## src/scfr_pkg.sv

```systemverilog
`default_nettype none
// ----------------------------------------------------------------------------
// scfr_pkg
// shared constants, phase encoding and the release record of the frame receiver
// ----------------------------------------------------------------------------
package scfr_pkg;

    localparam int MAX_PAYLOAD = 64;
    localparam int ADDR_W      = $clog2(MAX_PAYLOAD);
    localparam int CNT_W       = $clog2(MAX_PAYLOAD + 1);

    localparam int BYTE_W = 8;
    localparam int LEN_W  = 7;
    localparam int IDX_W  = 6;

    localparam logic [BYTE_W-1:0] CH_DOLLAR = 8'h24;
    localparam logic [BYTE_W-1:0] CH_M      = 8'h4D;
    localparam logic [BYTE_W-1:0] DIR_RESET = 8'h3C;

    typedef enum logic [2:0] {
        PH_IDLE = 3'd0,
        PH_M    = 3'd1,
        PH_DIR  = 3'd2,
        PH_LEN  = 3'd3,
        PH_CODE = 3'd4,
        PH_DATA = 3'd5,
        PH_CSUM = 3'd6
    } phase_t;

    typedef struct packed {
        logic              start;
        logic [BYTE_W-1:0] code;
        logic [CNT_W-1:0]  len;
        logic              req;
    } scfr_release_t;

endpackage
`default_nettype wire

```

## src/scfr_if.sv

```systemverilog
`default_nettype none
// ----------------------------------------------------------------------------
// scfr channel interfaces
// valid/ready channels for received bytes and for released frame results
// ----------------------------------------------------------------------------
interface scfr_rx_if
    import scfr_pkg::*;
();
    logic              valid;
    logic              ready;
    logic [BYTE_W-1:0] rx_byte;

    modport source (output valid, output rx_byte, input ready);
    modport sink   (input valid, input rx_byte, output ready);
endinterface

interface scfr_res_if
    import scfr_pkg::*;
();
    logic              valid;
    logic              ready;
    logic [BYTE_W-1:0] frame_code;
    logic [LEN_W-1:0]  frame_length;
    logic              is_request;
    logic [BYTE_W-1:0] data_byte;
    logic [IDX_W-1:0]  byte_index;
    logic              last;

    modport source (output valid, output frame_code, output frame_length,
                    output is_request, output data_byte, output byte_index,
                    output last, input ready);
    modport sink   (input valid, input frame_code, input frame_length,
                    input is_request, input data_byte, input byte_index,
                    input last, output ready);
endinterface
`default_nettype wire

```

## src/scfr_ram.sv

```systemverilog
`default_nettype none
// ----------------------------------------------------------------------------
// scfr_ram
// simple dual-port ram, one write and one registered read per cycle
// ----------------------------------------------------------------------------
module scfr_ram #(
    parameter int DEPTH = 64,
    parameter int WIDTH = 8
) (
    input  wire logic                     clk,
    input  wire logic                     wr_en,
    input  wire logic [$clog2(DEPTH)-1:0] wr_addr,
    input  wire logic [WIDTH-1:0]         wr_data,
    input  wire logic                     rd_en,
    input  wire logic [$clog2(DEPTH)-1:0] rd_addr,
    output logic      [WIDTH-1:0]         rd_data
);

    logic [WIDTH-1:0] mem_reg [DEPTH];
    logic [WIDTH-1:0] rd_data_reg;

    always_ff @(posedge clk)
    begin
        if (wr_en)
        begin
            mem_reg[wr_addr] <= wr_data;
        end
        // read data holds until the next read
        if (rd_en)
        begin
            rd_data_reg <= mem_reg[rd_addr];
        end
    end

    assign rd_data = rd_data_reg;

endmodule
`default_nettype wire

```

## src/scfr_parser.sv

```systemverilog
`default_nettype none
// ----------------------------------------------------------------------------
// scfr_parser
// header matching, checksum tracking and payload capture into the ram
// ----------------------------------------------------------------------------
module scfr_parser
    import scfr_pkg::*;
(
    input  wire logic              clk,
    input  wire logic              rst_n,
    scfr_rx_if.sink                rx,
    input  wire logic [BYTE_W-1:0] dir_char,
    input  wire logic              busy,
    output logic                   wr_en,
    output logic [ADDR_W-1:0]      wr_addr,
    output logic [BYTE_W-1:0]      wr_data,
    output scfr_release_t          rel
);

    phase_t            phase_reg, phase_next;
    logic [BYTE_W-1:0] plen_reg, plen_next;
    logic [BYTE_W-1:0] code_reg, code_next;
    logic [BYTE_W-1:0] xor_reg, xor_next;
    logic [BYTE_W-1:0] taken_reg, taken_next;
    logic              req_reg, req_next;
    logic              accept;
    logic [BYTE_W-1:0] b;

    assign rx.ready = !busy;
    assign accept   = rx.valid && !busy;
    assign b        = rx.rx_byte;

    always_ff @(posedge clk or negedge rst_n)
    begin
        if (!rst_n)
        begin
            phase_reg <= PH_IDLE;
            plen_reg  <= '0;
            code_reg  <= '0;
            xor_reg   <= '0;
            taken_reg <= '0;
            req_reg   <= 1'b0;
        end
        else
        begin
            phase_reg <= phase_next;
            plen_reg  <= plen_next;
            code_reg  <= code_next;
            xor_reg   <= xor_next;
            taken_reg <= taken_next;
            req_reg   <= req_next;
        end
    end

    always_comb
    begin
        phase_next = phase_reg;
        plen_next  = plen_reg;
        code_next  = code_reg;
        xor_next   = xor_reg;
        taken_next = taken_reg;
        req_next   = req_reg;
        wr_en      = 1'b0;
        wr_addr    = taken_reg[ADDR_W-1:0];
        wr_data    = b;
        rel.start  = 1'b0;
        rel.code   = code_reg;
        rel.len    = CNT_W'(plen_reg);
        rel.req    = req_reg;
        if (accept)
        begin
            case (phase_reg)
                PH_IDLE:
                begin
                    if (b == CH_DOLLAR)
                    begin
                        plen_next  = '0;
                        code_next  = '0;
                        xor_next   = '0;
                        taken_next = '0;
                        req_next   = 1'b0;
                        phase_next = PH_M;
                    end
                end
                PH_M:
                begin
                    phase_next = (b == CH_M) ? PH_DIR : PH_IDLE;
                end
                PH_DIR:
                begin
                    phase_next = (b == dir_char) ? PH_LEN : PH_IDLE;
                end
                PH_LEN:
                begin
                    plen_next  = b;
                    req_next   = (b == '0);
                    phase_next = PH_CODE;
                end
                PH_CODE:
                begin
                    code_next  = b;
                    xor_next   = b ^ plen_reg;
                    taken_next = '0;
                    phase_next = req_reg ? PH_CSUM : PH_DATA;
                end
                PH_DATA:
                begin
                    // oversize payload still feeds the checksum, not the ram
                    wr_en      = (taken_reg < BYTE_W'(MAX_PAYLOAD));
                    xor_next   = xor_reg ^ b;
                    taken_next = taken_reg + 8'd1;
                    if (taken_next >= plen_reg)
                    begin
                        phase_next = PH_CSUM;
                    end
                end
                PH_CSUM:
                begin
                    rel.start  = (b == xor_reg) && (plen_reg <= BYTE_W'(MAX_PAYLOAD));
                    phase_next = PH_IDLE;
                end
                default:
                begin
                    phase_next = PH_IDLE;
                end
            endcase
        end
    end

endmodule
`default_nettype wire

```

## src/scfr_readout.sv

```systemverilog
`default_nettype none
// ----------------------------------------------------------------------------
// scfr_readout
// walks the ram after a good checksum and drives the result channel
// ----------------------------------------------------------------------------
module scfr_readout
    import scfr_pkg::*;
(
    input  wire logic              clk,
    input  wire logic              rst_n,
    input  wire scfr_release_t     rel,
    output logic                   busy,
    output logic                   rd_en,
    output logic [ADDR_W-1:0]      rd_addr,
    input  wire logic [BYTE_W-1:0] rd_data,
    scfr_res_if.source             res
);

    // control
    logic              act_reg, act_next;
    logic [CNT_W-1:0]  rd_cnt_reg, rd_cnt_next;
    logic              pend_reg, pend_next;
    logic              ov_reg, ov_next;
    // frame record and pending read tags
    logic [BYTE_W-1:0] m_code_reg, m_code_next;
    logic [CNT_W-1:0]  m_len_reg, m_len_next;
    logic              m_req_reg, m_req_next;
    logic [ADDR_W-1:0] pend_idx_reg, pend_idx_next;
    logic              pend_last_reg, pend_last_next;
    // output register
    logic [BYTE_W-1:0] o_code_reg, o_code_next;
    logic [LEN_W-1:0]  o_len_reg, o_len_next;
    logic              o_req_reg, o_req_next;
    logic [BYTE_W-1:0] o_data_reg, o_data_next;
    logic [IDX_W-1:0]  o_idx_reg, o_idx_next;
    logic              o_last_reg, o_last_next;

    logic out_free;
    logic load;
    logic issue;

    always_ff @(posedge clk or negedge rst_n)
    begin
        if (!rst_n)
        begin
            act_reg    <= 1'b0;
            rd_cnt_reg <= '0;
            pend_reg   <= 1'b0;
            ov_reg     <= 1'b0;
        end
        else
        begin
            act_reg    <= act_next;
            rd_cnt_reg <= rd_cnt_next;
            pend_reg   <= pend_next;
            ov_reg     <= ov_next;
        end
    end

    always_ff @(posedge clk)
    begin
        m_code_reg    <= m_code_next;
        m_len_reg     <= m_len_next;
        m_req_reg     <= m_req_next;
        pend_idx_reg  <= pend_idx_next;
        pend_last_reg <= pend_last_next;
        o_code_reg    <= o_code_next;
        o_len_reg     <= o_len_next;
        o_req_reg     <= o_req_next;
        o_data_reg    <= o_data_next;
        o_idx_reg     <= o_idx_next;
        o_last_reg    <= o_last_next;
    end

    always_comb
    begin
        act_next       = act_reg;
        rd_cnt_next    = rd_cnt_reg;
        pend_next      = pend_reg;
        ov_next        = ov_reg;
        m_code_next    = m_code_reg;
        m_len_next     = m_len_reg;
        m_req_next     = m_req_reg;
        pend_idx_next  = pend_idx_reg;
        pend_last_next = pend_last_reg;
        o_code_next    = o_code_reg;
        o_len_next     = o_len_reg;
        o_req_next     = o_req_reg;
        o_data_next    = o_data_reg;
        o_idx_next     = o_idx_reg;
        o_last_next    = o_last_reg;
        out_free       = !ov_reg || res.ready;
        load           = 1'b0;
        issue          = 1'b0;

        if (res.ready)
        begin
            ov_next = 1'b0;
        end

        if (!act_reg)
        begin
            if (rel.start)
            begin
                act_next    = 1'b1;
                m_code_next = rel.code;
                m_len_next  = rel.len;
                m_req_next  = rel.req;
                rd_cnt_next = '0;
            end
        end
        else if (m_req_reg)
        begin
            // request frame: one result, no ram access
            if (out_free)
            begin
                ov_next     = 1'b1;
                o_code_next = m_code_reg;
                o_len_next  = '0;
                o_req_next  = 1'b1;
                o_data_next = '0;
                o_idx_next  = '0;
                o_last_next = 1'b1;
                act_next    = 1'b0;
            end
        end
        else
        begin
            load  = pend_reg && out_free;
            issue = (rd_cnt_reg < m_len_reg) && (!pend_reg || load);
            if (load)
            begin
                ov_next     = 1'b1;
                o_code_next = m_code_reg;
                o_len_next  = LEN_W'(m_len_reg);
                o_req_next  = 1'b0;
                o_data_next = rd_data;
                o_idx_next  = IDX_W'(pend_idx_reg);
                o_last_next = pend_last_reg;
                if (pend_last_reg)
                begin
                    act_next = 1'b0;
                end
            end
            if (issue)
            begin
                pend_next      = 1'b1;
                pend_idx_next  = rd_cnt_reg[ADDR_W-1:0];
                pend_last_next = ((rd_cnt_reg + CNT_W'(1)) == m_len_reg);
                rd_cnt_next    = rd_cnt_reg + CNT_W'(1);
            end
            else if (load)
            begin
                pend_next = 1'b0;
            end
        end
    end

    assign busy    = act_reg;
    assign rd_en   = issue;
    assign rd_addr = rd_cnt_reg[ADDR_W-1:0];

    assign res.valid        = ov_reg;
    assign res.frame_code   = o_code_reg;
    assign res.frame_length = o_len_reg;
    assign res.is_request   = o_req_reg;
    assign res.data_byte    = o_data_reg;
    assign res.byte_index   = o_idx_reg;
    assign res.last         = o_last_reg;

endmodule
`default_nettype wire

```

## src/serial_command_frame_receiver.sv

```systemverilog
`default_nettype none
// ----------------------------------------------------------------------------
// serial_command_frame_receiver
// byte-stream frame receiver for '$' 'M' dir len code payload checksum frames
// ----------------------------------------------------------------------------
// Bytes arrive one per transfer on rx and are taken one per cycle while
// the header, length, code and payload go by; payload bytes land in a
// 64-entry payload memory. When the checksum byte matches (xor of length,
// code and payload) and the length is within the memory, the frame is
// released on res: one transfer per payload byte with its index and a
// last flag on the final one, or a single transfer with is_request set for
// a zero-length frame. During release rx is held off: the memory's single
// read port delivers one byte per cycle while res is not stalled, and rx
// stays held until the last result is in the output register. Bad checksums
// and oversize frames are dropped without output. A header byte that does
// not match is consumed and the parser returns to hunting for '$'. The user
// must write direction_char (reset '<') through cfg_we/cfg_wdata only while
// the block is idle (not enforced). The memory needs no clearing after reset.
// ----------------------------------------------------------------------------
module serial_command_frame_receiver
    import scfr_pkg::*;
(
    input  wire logic              clk,
    input  wire logic              rst_n,
    scfr_rx_if.sink                rx,
    scfr_res_if.source             res,
    input  wire logic              cfg_we,
    input  wire logic [BYTE_W-1:0] cfg_wdata
);

    // direction character register
    logic [BYTE_W-1:0] dir_reg;

    // parser to memory write port
    logic              wr_en;
    logic [ADDR_W-1:0] wr_addr;
    logic [BYTE_W-1:0] wr_data;

    // readout to memory read port
    logic              rd_en;
    logic [ADDR_W-1:0] rd_addr;
    logic [BYTE_W-1:0] rd_data;

    // frame release handoff and interlock back to the parser
    scfr_release_t     rel;
    logic              busy;

    always_ff @(posedge clk or negedge rst_n)
    begin
        if (!rst_n)
        begin
            dir_reg <= DIR_RESET;
        end
        else if (cfg_we)
        begin
            dir_reg <= cfg_wdata;
        end
    end

    // header, checksum and payload capture
    scfr_parser u_parser (
        .clk      (clk),
        .rst_n    (rst_n),
        .rx       (rx),
        .dir_char (dir_reg),
        .busy     (busy),
        .wr_en    (wr_en),
        .wr_addr  (wr_addr),
        .wr_data  (wr_data),
        .rel      (rel)
    );

    // payload memory
    scfr_ram #(
        .DEPTH (MAX_PAYLOAD),
        .WIDTH (BYTE_W)
    ) u_ram (
        .clk     (clk),
        .wr_en   (wr_en),
        .wr_addr (wr_addr),
        .wr_data (wr_data),
        .rd_en   (rd_en),
        .rd_addr (rd_addr),
        .rd_data (rd_data)
    );

    // release sequencing and output register
    scfr_readout u_readout (
        .clk     (clk),
        .rst_n   (rst_n),
        .rel     (rel),
        .busy    (busy),
        .rd_en   (rd_en),
        .rd_addr (rd_addr),
        .rd_data (rd_data),
        .res     (res)
    );

    // a frame is only released while the readout is free
    a_rel_idle: assert property (@(posedge clk) disable iff (!rst_n)
        rel.start |-> !busy)
        else $error("frame released while readout active");

    // the memory is never written while a frame is being read out
    a_no_wr_busy: assert property (@(posedge clk) disable iff (!rst_n)
        wr_en |-> !busy)
        else $error("payload write during readout");

    // a release always starts a readout
    a_rel_busy: assert property (@(posedge clk) disable iff (!rst_n)
        rel.start |=> busy)
        else $error("release did not start readout");

    // reads only happen during a readout
    a_rd_busy: assert property (@(posedge clk) disable iff (!rst_n)
        rd_en |-> busy)
        else $error("memory read outside readout");

endmodule
`default_nettype wire
```

## src/flat_wrapper.sv

```systemverilog
// flat-port wrapper written by rule: the top's interface ports become plain ports
module serial_command_frame_receiver_flat import scfr_pkg::*;
  (clk, rst_n, cfg_we, cfg_wdata, rx_valid, rx_rx_byte, rx_ready, res_valid, res_frame_code, res_frame_length, res_is_request, res_data_byte, res_byte_index, res_last, res_ready);
  scfr_rx_if rx_i ();
  scfr_res_if res_i ();
  input  wire logic clk;
  input  wire logic rst_n;
  input  wire logic cfg_we;
  input  wire logic [BYTE_W-1:0] cfg_wdata;
  input wire logic [$bits(rx_i.valid)-1:0] rx_valid;
  input wire logic [$bits(rx_i.rx_byte)-1:0] rx_rx_byte;
  output wire logic [$bits(rx_i.ready)-1:0] rx_ready;
  output wire logic [$bits(res_i.valid)-1:0] res_valid;
  output wire logic [$bits(res_i.frame_code)-1:0] res_frame_code;
  output wire logic [$bits(res_i.frame_length)-1:0] res_frame_length;
  output wire logic [$bits(res_i.is_request)-1:0] res_is_request;
  output wire logic [$bits(res_i.data_byte)-1:0] res_data_byte;
  output wire logic [$bits(res_i.byte_index)-1:0] res_byte_index;
  output wire logic [$bits(res_i.last)-1:0] res_last;
  input wire logic [$bits(res_i.ready)-1:0] res_ready;
  assign rx_i.valid = rx_valid;
  assign rx_i.rx_byte = rx_rx_byte;
  assign rx_ready = rx_i.ready;
  assign res_valid = res_i.valid;
  assign res_frame_code = res_i.frame_code;
  assign res_frame_length = res_i.frame_length;
  assign res_is_request = res_i.is_request;
  assign res_data_byte = res_i.data_byte;
  assign res_byte_index = res_i.byte_index;
  assign res_last = res_i.last;
  assign res_i.ready = res_ready;
  serial_command_frame_receiver u_core (.clk(clk), .rst_n(rst_n), .rx(rx_i), .res(res_i), .cfg_we(cfg_we), .cfg_wdata(cfg_wdata));
endmodule
```

## config.mk

```make
export PLATFORM = sky130hd
export DESIGN_NAME = serial_command_frame_receiver_flat
export DESIGN_NICKNAME = d
export VERILOG_FILES = /design/src/scfr_pkg.sv /design/src/scfr_if.sv /design/src/scfr_ram.sv /design/src/scfr_parser.sv /design/src/scfr_readout.sv /design/src/serial_command_frame_receiver.sv /design/src/flat_wrapper.sv
export SDC_FILE = /design/constraint.sdc
export NUM_CORES = 1
export LEC_CHECK = 0
export BUFFER_PORTS_ARGS = -buffer_cell sky130_fd_sc_hd__buf_2
export CORE_ASPECT_RATIO = 0.6
export CORE_UTILIZATION = 55
export DETAILED_ROUTE_END_ITERATION = 8
export PLACE_DENSITY_LB_ADDON = 0.1
export SLEW_MARGIN = 5
export SYNTH_ARGS = -nofsm -noshare
export SYNTH_HDL_FRONTEND = slang
export SYNTH_HIERARCHICAL = 1
export SYNTH_SLANG_ARGS = --single-unit
```

## constraint.sdc

```tcl
create_clock -name clk -period 2.8 [get_ports clk]
set_input_delay 0.28 -clock clk [delete_from_list [all_inputs] [get_ports clk]]
set_output_delay 0.28 -clock clk [all_outputs]
set_load 0.005 [all_outputs]
```

# Word level (Yosys, flattened, before mapping)
# Memories as Yosys holds them, arrays and structs flattened. A register that Yosys moved wholly into a read port is not among the register bits.
# Cells that the tools add are included.
[classes]
addsub = 2
n_lt_le_gt_ge = 4
n_eq_ne = 16
mux = 54
bitwise = 4
n_reduce_logical = 26
[op_table]
columns = ["operator", "count"]
rows = [
  ["$mux 8", 7],
  ["$mux 7", 7],
  ["$pmux 8 s3", 2],
  ["$pmux 8 s2", 2],
  ["$mux 1", 26],
  ["$reduce_and 3->1", 8],
  ["$mux 6", 3],
  ["$pmux 3 s6", 1],
  ["$eq 8x8->1", 2],
  ["$xor 8x8->8", 2],
  ["$reduce_bool 2->1", 5],
  ["$eq 3x3->1 const B", 3],
  ["$add 8x1->8 const B", 1],
  ["$eq 8x6->1 const B", 1],
  ["$eq 8x7->1 const B", 1],
  ["$ge 8x8->1", 1],
  ["$le 8x7->1 const B", 1],
  ["$logic_not 8->1", 1],
  ["$lt 8x7->1 const B", 1],
  ["$add 7x1->7 const B", 1],
  ["$eq 7x7->1", 1],
  ["$lt 7x7->1", 1],
  ["$eq 3x2->1 const B", 2],
  ["$mux 2", 3],
  ["12 further kinds", 23],
]
[totals]
ff_bits = 108
ramBits = 512
inputBits = 21
out_inout_bits = 33
n_memories = 1
[memory_table]
columns = ["memory", "words", "word_bits", "rd", "rd_ports_with_merged_regs", "write_ports", "line", "source"]
rows = [
  ["u_core.u_ram.mem_reg", 64, 8, 1, 1, 1, "scfr_ram.sv:19", "logic [WIDTH-1:0] mem_reg [DEPTH];"],
]

# Longest topological paths before layout
[depth]
depth_word = 8
ltp_mapped = 10
depth_no_buf = 10

# Cells and area by module
# Netlist, hierarchy kept.
[modules_own_cells]
columns = ["module", "instances", "cells_per_inst", "area_each_um2", "seq_area_each_um2"]
rows = [
  ["scfr_ram", 1, 940, 20246.9, 15615.0],
  ["scfr_readout", 1, 182, 2698.8, 1871.8],
  ["scfr_parser", 1, 266, 2518.7, 900.9],
  ["serial_command_frame_receiver", 1, 17, 336.6, 205.2],
]

# Worst setup path before layout
# No wires, ideal clock.
[synth_path]
path_kind = "reg-to-reg"
start = "register u_core.u_readout.act_reg, in the netlist u_core/u_readout/busy"
end = "memory u_core.u_ram.mem_reg[62][0] (enable)"
setup_ns = 0.370
arrival_ns = 2.450
required_time_ns = 2.430
path_slack_ns = -0.020
path_stages_with_launch = 8
path_buffers = 1
synth_period_minus_slack_ns = 2.820
cell_sequence = "dfrtp_1 > and2b_1 > clkbuf_1 > nand3_1 > nor3_1 > nor2b_1 > nand3_1 > nor2_1"
[synth_between]
elab_chain_len = 5
[synth_lines]
columns = ["item", "line", "source"]
rows = [
  ["start, declared", "scfr_readout.sv:20", "logic act_reg, act_next;"],
  ["start signal, assigned", "scfr_readout.sv:53", "act_reg <= act_next;"],
  ["$logic_not 1->1", "scfr_parser.sv:30", "assign accept = rx.valid && !busy;"],
  ["$logic_and 1x1->1", "scfr_parser.sv:30", ""],
  ["$mux 1", "scfr_parser.sv:70", "if (accept)"],
  ["named net u_core.wr_en", "serial_command_frame_receiver.sv:35", "logic wr_en;"],
  ["$mux 1", "scfr_ram.sv:24", "if (wr_en)"],
  ["$mux 1 (implied by the code)", "scfr_ram.sv:26", "mem_reg[wr_addr] <= wr_data;"],
  ["end, declared", "scfr_ram.sv:19", ""],
]
# The timed path passes the listed nets, and every way through them passes these cells.

# Final worst setup path
[layout_path]
start = "register u_core.u_readout.rd_cnt_reg[0]"
end = "register u_core.u_ram.rd_data_reg[0], in the netlist u_core/u_ram/rd_data[0], read port of u_core.u_ram.mem_reg (data pin)"
[layout_between]
elab_chain_len = 4
[layout_lines]
columns = ["item", "line", "source"]
rows = [
  ["start, declared", "scfr_readout.sv:21", "logic [CNT_W-1:0] rd_cnt_reg, rd_cnt_next;"],
  ["start signal, assigned", "scfr_readout.sv:54", "rd_cnt_reg <= rd_cnt_next;"],
  ["$lt 7x7->1", "scfr_readout.sv:130", "issue = (rd_cnt_reg < m_len_reg) && (!pend_reg || load);"],
  ["$logic_and 1x1->1", "scfr_readout.sv:130", ""],
  ["$mux 1", "scfr_readout.sv:112", "else if (m_req_reg)"],
  ["$mux 1", "scfr_readout.sv:101", "if (!act_reg)"],
  ["end, declared", "scfr_ram.sv:20", "logic [WIDTH-1:0] rd_data_reg;"],
]
# Parallel ways exist; a longest one is shown, timed or not.
# A chain may end at the register's enable or synchronous reset.

==> metrics.md <==
| Metric | Value |
|---|---|
| WP depth | `8` |
| Core Region | `46330 sq um` |
| Clock-pin transition on the worst setup and hold timing paths | `0.06 ns` |
| Static power due to leakage | `9.781 nW` |
| Final critical-path required period | `2.714 ns` |
| Clock tree from TritonCTS | `built` |
| Endpoint required time on the critical path | `3.09 ns` |
| Relative slew slack | `0.4245` |
| Ports placed on the boundary | `54` |
| Part of the Yosys area used for sequential elements | `0.7206` |
| Final Hold Vio Count | `0` |
| Die extent in y | `169.8 microns` |
| Area growth from synthesis to layout | `14.10%` |
| Clock Path Buffers | `3` |
| Top cells by area in the synthesized netlist | `sky130_fd_sc_hd__edfxtp_1, sky130_fd_sc_hd__mux4_2, sky130_fd_sc_hd__dfrtp_1` |
| Warning count from the yosys run | `6` |
| Max reg flops | `512` |
| Number of inserted diodes | `0` |
| Slew at the pin closest to its max-slew limit | `0.8632 ns` |
| Ratio of total power to cell area | `660.3 nW/um^2` |
| Setup repair after global routing missed its margin | `yes` |
| Sum of net half-perimeters after detailed placement | `40510 microns` |
| Number of nets at the end of the flow | `1614` |
| Commonest cells post-synth | `sky130_fd_sc_hd__edfxtp_1, sky130_fd_sc_hd__mux4_2, sky130_fd_sc_hd__nor2_1` |
| Terminus of the critical flop-to-flop path | `u_core/u_ram/rd_data[0]` |
| Setup violations, final | `0` |
| Part of the total power dissipated in combinational logic | `0.053` |
| Cell Count Post-Placement | `2140` |
| Number of synthesized register bits | `628` |
| Ratio of cells with drive above 1 in the final layout | `0.2928` |
| Met3 routed WL | `7321 microns` |
| Antenna Violating Nets Remaining | `0` |
| RD Place Congestion | `0.8634` |
| Drc violations | `0` |
| Global-route wire length before repair | `91680 microns` |
| Total Power Consumption | `0.01944 W` |
| Library cells used by synthesis | `74` |
| Number of global-route vias before repair | `13340` |
| Number of buffers created by CTS | `55` |
| Overall track demand over capacity in global routing | `0.2671` |
| Post-route core utilization | `0.6354` |
| Start point of the worst hold path | `res_ready` |
| Family with the most delay on the worst path | `multiplexers` |
| Type of element capturing the critical path | `flop` |
| Congestion Overflow GR | `0` |
| Setup slack of the most critical reg-to-reg path | `0.09 ns` |
| Number of enable-type register cells in the synthesized netlist | `574` |
| Endpoint with the worst hold slack | `u_core/u_readout/res.valid` |
| Average wire per cell in the routed design | `27.42 microns` |
| Number of antenna violations at the first check in global routing | `2` |
| Maximum number of pins on one net before global-route repair | `73` |
| Setup crit start kind | `flop` |
| Design internal power | `0.01528 W` |
| Peak VDD IR | `0.5190 mV` |
| Starting density of the core | `0.5569` |
| Min-Delay Path Class | `in2reg` |
| Syn nets | `1443` |
| Crit path buffers/inverters | `3` |
| Most frequent cell after synthesis | `sky130_fd_sc_hd__edfxtp_1` |
| Drt initial violations | `1565` |
| # Max-Cap Violations | `0` |
| Mean instance size in the synthesized netlist | `18.36 sq um` |
| Synth Cell Area | `25800 sq um` |
| Port buffer count | `53` |
| Synthesized instance count | `1405` |
| Fraction of registers with async set or reset after synthesis | `0.08599` |
| Type of the worst setup path | `reg2reg` |
| Max stage delay cell, worst path | `sky130_fd_sc_hd__dfrtp_4` |
| Maximum level of the CTS H-tree | `2` |
| NetSw | `0.004160 W` |
| Highest Clock Rate | `0.3684 GHz` |
| Final hold slack | `0.02793 ns` |
| Highest net fanout along the worst path | `22` |
| Worst path most repeated cell | `sky130_fd_sc_hd__buf_12` |
| Number of vias in the routed layout | `13990` |
| Total wirelength of the detailed-routed design | `61660 microns` |
| Final max-slew violation count | `0` |
| Count of cells along the worst hold path | `3` |
| Launch instance of the worst register-to-register path | `u_core/u_readout/rd_cnt_reg[0]` |
| Main synth FF type | `sky130_fd_sc_hd__edfxtp_1` |
| Routed metal-1 wire length | `29230 microns` |
| Portion of the clock cycle consumed by the worst path in the final layout | `0.9693` |
| Cell taking the most area after synthesis | `sky130_fd_sc_hd__edfxtp_1` |
| CP cell instances | `buf_12, buf_12, buf_4, mux4_2, mux2i_4, o2111ai_4, nand2_1, o2bb2ai_1` |
| Clock latency on the worst-skew pair | `0.59 ns` |
| Non-filler instance count after layout | `2249` |
| Depth of the most critical reg-to-reg path | `8` |
| DRT Pass-1 Iters | `5` |
| Run status | `finished clean` |
| Width of the chip | `281.6 microns` |
| Final setup skew | `0.01673 ns` |
| Die Outline Area | `47810 sq um` |
| CTS sink cnt | `628` |
| Fraction of power spent switching nets | `0.2140` |
| Portion of total power attributed to the clock network | `0.404` |
| Maximum single-stage delay on the critical path | `0.54 ns` |
| Sequential share of power | `0.543` |
| Uppermost layer routed | `met4` |
| Clock Root Buffer | `sky130_fd_sc_hd__clkbuf_16` |
| Data arrival at the endpoint of the critical path | `3.01 ns` |
| Share of Yosys cell area claimed by the top area cell type | `0.6681` |
| Number of placement rows | `61` |
| Total met2 wirelength after detailed routing | `24350 microns` |
| Via-per-instance ratio | `6.220` |
-- through the flow --
stage	worst slack [ns]	cell area, sq um	setup TNS, ns
floorplan	-0.02012	25800	-1.031
global placement	-0.06482	27450	-0.06482
detailed placement	-0.01076	27450	-0.01076
CTS	0.04495	29400	0
global route	-0.03037	29440	-0.4632
finish	0.08591	29440	0
-- timing repair --
item                                    CTS  global route
endpoints found under the hold margin    28             0
resized for setup                         1             6
endpoints found under the setup margin    1            67
cloned                                    0             0
hold buffers                              9             0
setup buffers                             0             0
-- tightest hold or removal path: stages --
cell,delay (ns)
sky130_fd_sc_hd__buf_2,0.08
sky130_fd_sc_hd__nor2b_1,0.05
sky130_fd_sc_hd__nand2b_1,0.15
-- metal layers --
metal / global-route usage / vias to the layer above
met1: 0.4465 / 7310
li1: - / 5936
met4: 0.04324 / 0
met5: 0 / -
met2: 0.3383 / 680
met3: 0.08783 / 62
-- power groups by stage --
stage / Combinational (W) / Clock (W) / Sequential, W
detailed placement: 0.00100 / 0 / 0.0107
global placement: 0.000980 / 0 / 0.0107
finish: 0.00103 / 0.00785 / 0.0106
floorplan: 0.000751 / 0 / 0.0107
global route: 0.00113 / 0.00830 / 0.0106
CTS: 0.00102 / 0.00797 / 0.0105
-- cell type report --
class                   count  area [sq um]
clock buffers              67          1484
clock inverters            33         370.4
fillers                  3264         16890
inverters                  22         82.58
multi-input cells         653          6496
flip-flops and latches    628         18610
well taps                 630         788.3
repair buffers            216          1612
-- worst max-delay path by stage --
stage | startpoint | endpoint | slack [ns]
2_1_floorplan | u_core/u_readout/busy | u_core/u_ram/mem_reg[62][0] | -0.02
3_3_place_gp | u_core/u_readout/rd_cnt_reg[0] | u_core/u_ram/rd_data[0] | -0.06
3_5_place_dp | u_core/u_readout/rd_cnt_reg[0] | u_core/u_ram/rd_data[0] | -0.01
4_1_cts | u_core/u_readout/rd_cnt_reg[0] | u_core/u_ram/rd_data[0] | 0.04
5_1_grt | u_core/u_readout/busy | u_core/u_ram/mem_reg[26][4] | -0.03
6_report | u_core/u_readout/rd_cnt_reg[0] | u_core/u_ram/rd_data[0] | 0.09
-- cells by family after synthesis --
group | synth area share
buffers and inverters | 0.02929
adder cells (fa/ha/maj) | 0.008244
AO/OA/AOI/OAI | 0.04573
multiplexers | 0.1333
XOR/XNOR | 0.01018
flip-flops | 0.7206
AND/OR/NAND/NOR | 0.05267
-- cell usage in the layout (no fill, tap or decap), types with 9 or more instances in the layout --
| cell | n |
|---|---|
| sky130_fd_sc_hd__nor3_1 | 15 |
| sky130_fd_sc_hd__clkbuf_16 | 57 |
| sky130_fd_sc_hd__o22ai_1 | 9 |
| sky130_fd_sc_hd__mux4_2 | 126 |
| sky130_fd_sc_hd__xor2_1 | 17 |
| sky130_fd_sc_hd__mux2_2 | 14 |
| sky130_fd_sc_hd__dlygate4sd3_1 | 9 |
| sky130_fd_sc_hd__buf_4 | 146 |
| sky130_fd_sc_hd__inv_1 | 21 |
| sky130_fd_sc_hd__a211oi_1 | 9 |
| sky130_fd_sc_hd__nand2b_1 | 12 |
| sky130_fd_sc_hd__ha_1 | 16 |
| sky130_fd_sc_hd__o21ai_0 | 22 |
| sky130_fd_sc_hd__mux2i_1 | 29 |
| sky130_fd_sc_hd__clkinv_2 | 13 |
| sky130_fd_sc_hd__nand3_1 | 21 |
| sky130_fd_sc_hd__nor2b_1 | 32 |
| sky130_fd_sc_hd__dfrtp_1 | 46 |
| sky130_fd_sc_hd__nand2_1 | 40 |
| sky130_fd_sc_hd__a21oi_1 | 15 |
| sky130_fd_sc_hd__xnor2_1 | 13 |
| sky130_fd_sc_hd__edfxtp_1 | 574 |
| sky130_fd_sc_hd__a22o_1 | 26 |
| sky130_fd_sc_hd__buf_2 | 53 |
| sky130_fd_sc_hd__nor2_1 | 103 |
Power figures use the tool's default switching activity.
